[src/rtl/core/pfrl_pkg.sv]
package pfrl_pkg;

	typedef struct packed {
		logic        func;
		logic [15:0] frame_len;
		logic [15:0] ether_type;
		logic [3:0]  ip_version;
		logic [3:0]  header_words;
		logic [7:0]  ip_protocol;
		logic [31:0] source_addr;
		logic [31:0] dest_addr;
		logic [15:0] l4_word;
		logic [63:0] now_ns;
		logic [7:0]  rule_action_in;
	} item_t;

	typedef struct packed {
		logic       verdict;
		logic [3:0] reason;
		logic       write_ok;
	} result_t;

	localparam logic [2:0] CFG_WINDOW = 3'd0;
	localparam logic [2:0] CFG_PORT_A = 3'd1;
	localparam logic [2:0] CFG_PORT_B = 3'd2;
	localparam logic [2:0] CFG_PORT_C = 3'd3;
	localparam logic [2:0] CFG_PORT_D = 3'd4;

	localparam logic [3:0] RSN_CLEAN    = 4'd0;
	localparam logic [3:0] RSN_SANITY   = 4'd1;
	localparam logic [3:0] RSN_RATE     = 4'd2;
	localparam logic [3:0] RSN_RULE     = 4'd3;
	localparam logic [3:0] RSN_SYN      = 4'd4;
	localparam logic [3:0] RSN_NULL     = 4'd5;
	localparam logic [3:0] RSN_ECHO     = 4'd6;
	localparam logic [3:0] RSN_UDP      = 4'd7;
	localparam logic [3:0] RSN_L4_SHORT = 4'd8;

	localparam logic [7:0] PROTO_ICMP = 8'd1;
	localparam logic [7:0] PROTO_TCP  = 8'd6;
	localparam logic [7:0] PROTO_UDP  = 8'd17;
	localparam logic [15:0] ETYPE_IPV4 = 16'h0800;

	typedef enum logic [1:0] {
		ST_CLEAR,
		ST_IDLE,
		ST_READ,
		ST_DECIDE
	} state_t;

	typedef struct packed {
		logic clear_step;
		logic capture;
		logic decide;
	} ctrl_t;

	typedef struct packed {
		logic clear_done;
	} stat_t;

endpackage

[src/rtl/core/pfrl_ctrl.sv]
module pfrl_ctrl (
	input  logic          clk,
	input  logic          arst_n,
	input  logic          start,
	output logic          busy,
	input  pfrl_pkg::stat_t stat,
	output pfrl_pkg::ctrl_t ctrl
);
	import pfrl_pkg::*;

	state_t state_q, state_d;

	always_ff @(posedge clk or negedge arst_n) begin
		if (!arst_n) begin
			state_q <= ST_CLEAR;
		end else begin
			state_q <= state_d;
		end
	end

	always_comb begin
		state_d = state_q;
		ctrl = '0;
		busy = 1'b1;
		case (state_q)
			ST_CLEAR: begin
				ctrl.clear_step = 1'b1;
				if (stat.clear_done) begin
					state_d = ST_IDLE;
				end
			end
			ST_IDLE: begin
				busy = 1'b0;
				if (start) begin
					ctrl.capture = 1'b1;
					state_d = ST_READ;
				end
			end
			ST_READ: begin
				state_d = ST_DECIDE;
			end
			ST_DECIDE: begin
				ctrl.decide = 1'b1;
				state_d = ST_IDLE;
			end
			default: begin
				state_d = ST_IDLE;
			end
		endcase
	end

	assert property (@(posedge clk) disable iff (!arst_n)
		ctrl.capture |=> ##1 ctrl.decide)
		else $error("decide did not follow capture");
	assert property (@(posedge clk) disable iff (!arst_n)
		ctrl.decide |=> !busy)
		else $error("not idle after decide");
	assert property (@(posedge clk) disable iff (!arst_n)
		!(ctrl.capture && ctrl.clear_step))
		else $error("capture during clear");

endmodule

[config.mk]
export PLATFORM = sky130hd
export DESIGN_NAME = pfrl_ctrl
export DESIGN_NICKNAME = d
export VERILOG_FILES = /design/src/rtl/core/pfrl_pkg.sv /design/src/rtl/core/pfrl_ctrl.sv
export SDC_FILE = /design/constraint.sdc
export NUM_CORES = 1
export LEC_CHECK = 0
export BUFFER_PORTS_ARGS = -buffer_cell sky130_fd_sc_hd__buf_2
export CORE_AREA = 5 5 42 44
export DETAILED_ROUTE_END_ITERATION = 8
export DIE_AREA = 0 0 47 49
export GPL_ROUTABILITY_DRIVEN = 0
export HOLD_SLACK_MARGIN = 0.06
export PLACE_DENSITY_LB_ADDON = 0.05
export RECOVER_POWER = 25
export SLEW_MARGIN = 5
export SYNTH_ARGS = -nofsm -noshare
export SYNTH_HDL_FRONTEND = slang
export SYNTH_SLANG_ARGS = --single-unit
[constraint.sdc]
create_clock -name clk -period 3.85 [get_ports clk]
set_clock_uncertainty 0.1 [all_clocks]
set_input_delay 0.1925 -clock clk [delete_from_list [all_inputs] [get_ports clk]]
set_output_delay 0.1925 -clock clk [all_outputs]
set_load 0.02 [all_outputs]
**Yosys cells after proc, flatten, opt, wreduce, memory -nomap -nowiden**

Index checks and enable logic that the tools add are counted.
Widths: inputs -> output; s select.

- Bits in registers: 2
- Input port bits: 4
- Output and inout port bits: 4
- Word-level logic and storage cells: 16

- Equality and inequality tests: 5
- Muxes and demuxes: 8
- Reduce and logical (&&, ||, !) cells: 2

Operators with widths:

| kind | count |
|---|---|
| $pmux 2 s4 | 1 |
| $mux 1 | 5 |
| $eq 2x2->1 const B | 2 |
| $mux 2 | 2 |
| $ne 2x2->1 const B | 2 |
| $eq 2x1->1 const B | 1 |
| $logic_not 2->1 | 1 |
| $reduce_and 2->1 | 1 |

**Depth between registers and ports, before layout**

- Depth in word-level cells: 3
- Gate-level depth with buffers: 5

**Worst setup path before layout**

No wires, ideal clock.

- Path kind: register to register
- Start point: register state_q[0]
- End point: register state_q[1]
- Library setup time: 0.125 ns
- Data arrival time: 1.242 ns
- Path slack: 2.383 ns
- Stages on the path, launching flop included: 6
- Buffers on the path: 0
- Clock period less this slack: 1.467 ns
- Cells stage by stage: dfrtp_1 inv_1 ha_1 nor2b_4 a21oi_2 mux2_4

- Word-level cells in the longest chain between the ends: 3
- Elaborated cells between the ends (all ways): 8
- Classes of those cells: 5 x eq/ne; 1 x mux; 2 x reduce/logical

RTL lines:

| element | line | RTL |
|---|---|---|
| from (decl) | pfrl_ctrl.sv:11 | `state_t state_q, state_d;` |
| from (signal assigned) | pfrl_ctrl.sv:17 | `state_q <= state_d;` |
| $eq 2x1->1 / $logic_not 2->1 (equally long branches) | pfrl_ctrl.sv:25 | `case (state_q)` |
| $ne 2x2->1 (no source line) | - |  |
| $reduce_and 2->1 (no source line) | - |  |

Several ways; a longest one is shown, not always the timed one.
A chain may end at the register's enable or synchronous reset.

==> impl_metrics.toml <==
[grt]
antenna_found_initial = 0
grt_max_degree = 5
busiest_layer = "met4"
use_met1_pct = 4.386
grt_use_total_pct = 4.363
grt_first_pass_wirelength_um = 607
grt_overflow = 0
grtUsageMet2_pct = 4.751
use_met3_pct = 3.321
grt_pass1_vias = 155

[cts]
postCtsSetupBuffers = 0
cts_made_buffers = 3
cts_root_buffer = "clkbuf_4"
clockBufferDepth = 2
htreeDepth = 1
clkTransAtPathRegs_ns = 0.03
cts_tree = "yes"
cts.sinks = 2
clock_latency_ns = 0.23

[route]
drtIter0Drc = 1
routed_wl_um = 353
vias = 131
ant_nets = 0
post_drt_wl_per_cell_um = 8.405
first_pass_iters = 3
viasPerCell = 3.119
drcViolationCount = 0

[final_layout]
final_common_cell = "buf_2"
syn2layout_area_growth_pct = 56.10
largest_register_ffs = 2
multi_input_area_um2 = 88.84
layout_common_cells = "buf_2, inv_1, ha_1, clkbuf_4"
diodes = 0
drive_above_1_share_pct = 46.15
final.fill_count = 169
seq_area_um2 = 50.05
num-nets-final = 35
largestRegisters = "state_q x2"
regMostFlops = "state_q"

[timing]
relSlewSlack_pct = 90.21
drv_slew = 0
setup_viol = 0
max_slew.worst_pin.slew_ns = 0.1469
period_needed_ns = 1.517
rsz0062_at_grt = "false"
hold_viol = 0
max_freq_mhz = 659.3
fin_crit_sh_pct = 39.40
setup-tns-final_ns = 0

[setup_path]
endpoint_kind = "output port"
cp_data_required_time_ns = 3.56
cp.arrival_ns = 1.22
crit_type = "flop to output port"
crit_fanout = 3
worstSetupStartpointType = "flop"

[die]
die_y_um = 49
core-area_mm2 = 0.001401
die_w_um = 47
dieArea_mm2 = 0.002303
io_pins = 8
fp-row-count = 14
initial_core_util_pct = 10.98

[logic_synthesis]
yosysUniqueCellTypes = 8
seq_area_frac_synth_pct = 32.52
synth_area_um2 = 153.9
syn_nets = 22
yosys_warnings = 0
ys_ff_latch = 2
avgSynthCellArea_um2 = 10.26
netlist_instances = 15

[pwr]
peakVddDrop_uv = 159.5
power.total_uw = 195.2
leakagePower_nw = 0.1308
pwr_density_cell_mw_per_mm2 = 812.8

[place]
dp_hpwl_um = 274.9
port_buffers = 7

[outcome]
outcome = "complete, no violations"

[worst_hold_path]
hold_class = "input pin to async pin"

[flow_run]
drv_cap = 0
## final cells by class
type	count	share of cell area (%)
Timing Repair Buffer	8	18.23
Sequential cell	2	20.83
Tap cell	16	8.333
Inverter	4	6.250
Clock buffer	3	9.375
Multi-Input combinational cell	9	36.98
## logic make-up (layout without fill, tap and decap cells)
kind of cell    after synthesis  in the layout  share of synthesized area (%)
buf+inv                       4             15                          9.753
mux                           1              1                          9.753
flops                         2              2                          32.52
fa+ha+maj                     3              3                          24.39
simple gates                  2              2                          11.38
compound gates                3              3                          12.20
## path summary, 6_finish.rpt
path | from | end | slack, ns | cells past startpoint
min reg2reg | state_q[1] | state_q[1] | 0.46 | 1
max in group asynchronous | arst_n | state_q[0] | 3.35 | 2
min in group clk | stat | state_q[0] | 0.18 | 3
max reg2reg | state_q[0] | state_q[1] | 2.44 | 5
min | arst_n | state_q[1] | 0.18 | 2
max | state_q[1] | ctrl[1] | 2.33 | 5
## power by group
part	leakage (nW)	internal (mW)	switching, mW
combinational	0.0951	0.0487	0.0578
sequential	0.0219	0.0315	0.0102
clock	0.0138	0.0345	0.0126
## cells in the mapped netlist
master / number / area [µm²]
inv_1: 4 / 15.01
ha_1: 3 / 37.54
dfrtp_1: 2 / 50.05
o21ai_0: 2 / 10.01
a21oi_2: 1 / 8.760
mux2_4: 1 / 15.01
nor2_1: 1 / 3.750
nor2b_4: 1 / 13.76
## stage by stage
stage	hold slack, ns	setup slack (ns)	util (%)	instances	cell area, µm²
2_1_floorplan	-0.2031	2.383	-	15	153.9
3_3_place_gp	-0.1231	2.401	14.91	38	209.0
3_5_place_dp	-0.1200	2.415	14.91	38	209.0
4_1_cts	0.1675	2.305	17.23	42	241.5
5_1_grt	0.1763	2.200	17.14	42	240.2
6_report	0.1756	2.333	17.14	42	240.2
## timing repair
| item | CTS | global route |
|---|---|---|
| gates resized for setup | 0 | 0 |
| hold endpoints to repair | 2 | 0 |
| hold buffers | 1 | 0 |
## critical path: stages, from the launching register on
cell,delay (ns)
dfrtp_1,0.40
inv_1,0.09
ha_1,0.20
inv_1,0.07
nor2_1,0.08
buf_2,0.16
## layer usage
layer	share of wire (%)	wire, µm
met1	41	144
met2	52	185
met3	6.5	23
met4	0	0
met5	0	0
No activity file was read; power rests on OpenSTA's default activity.
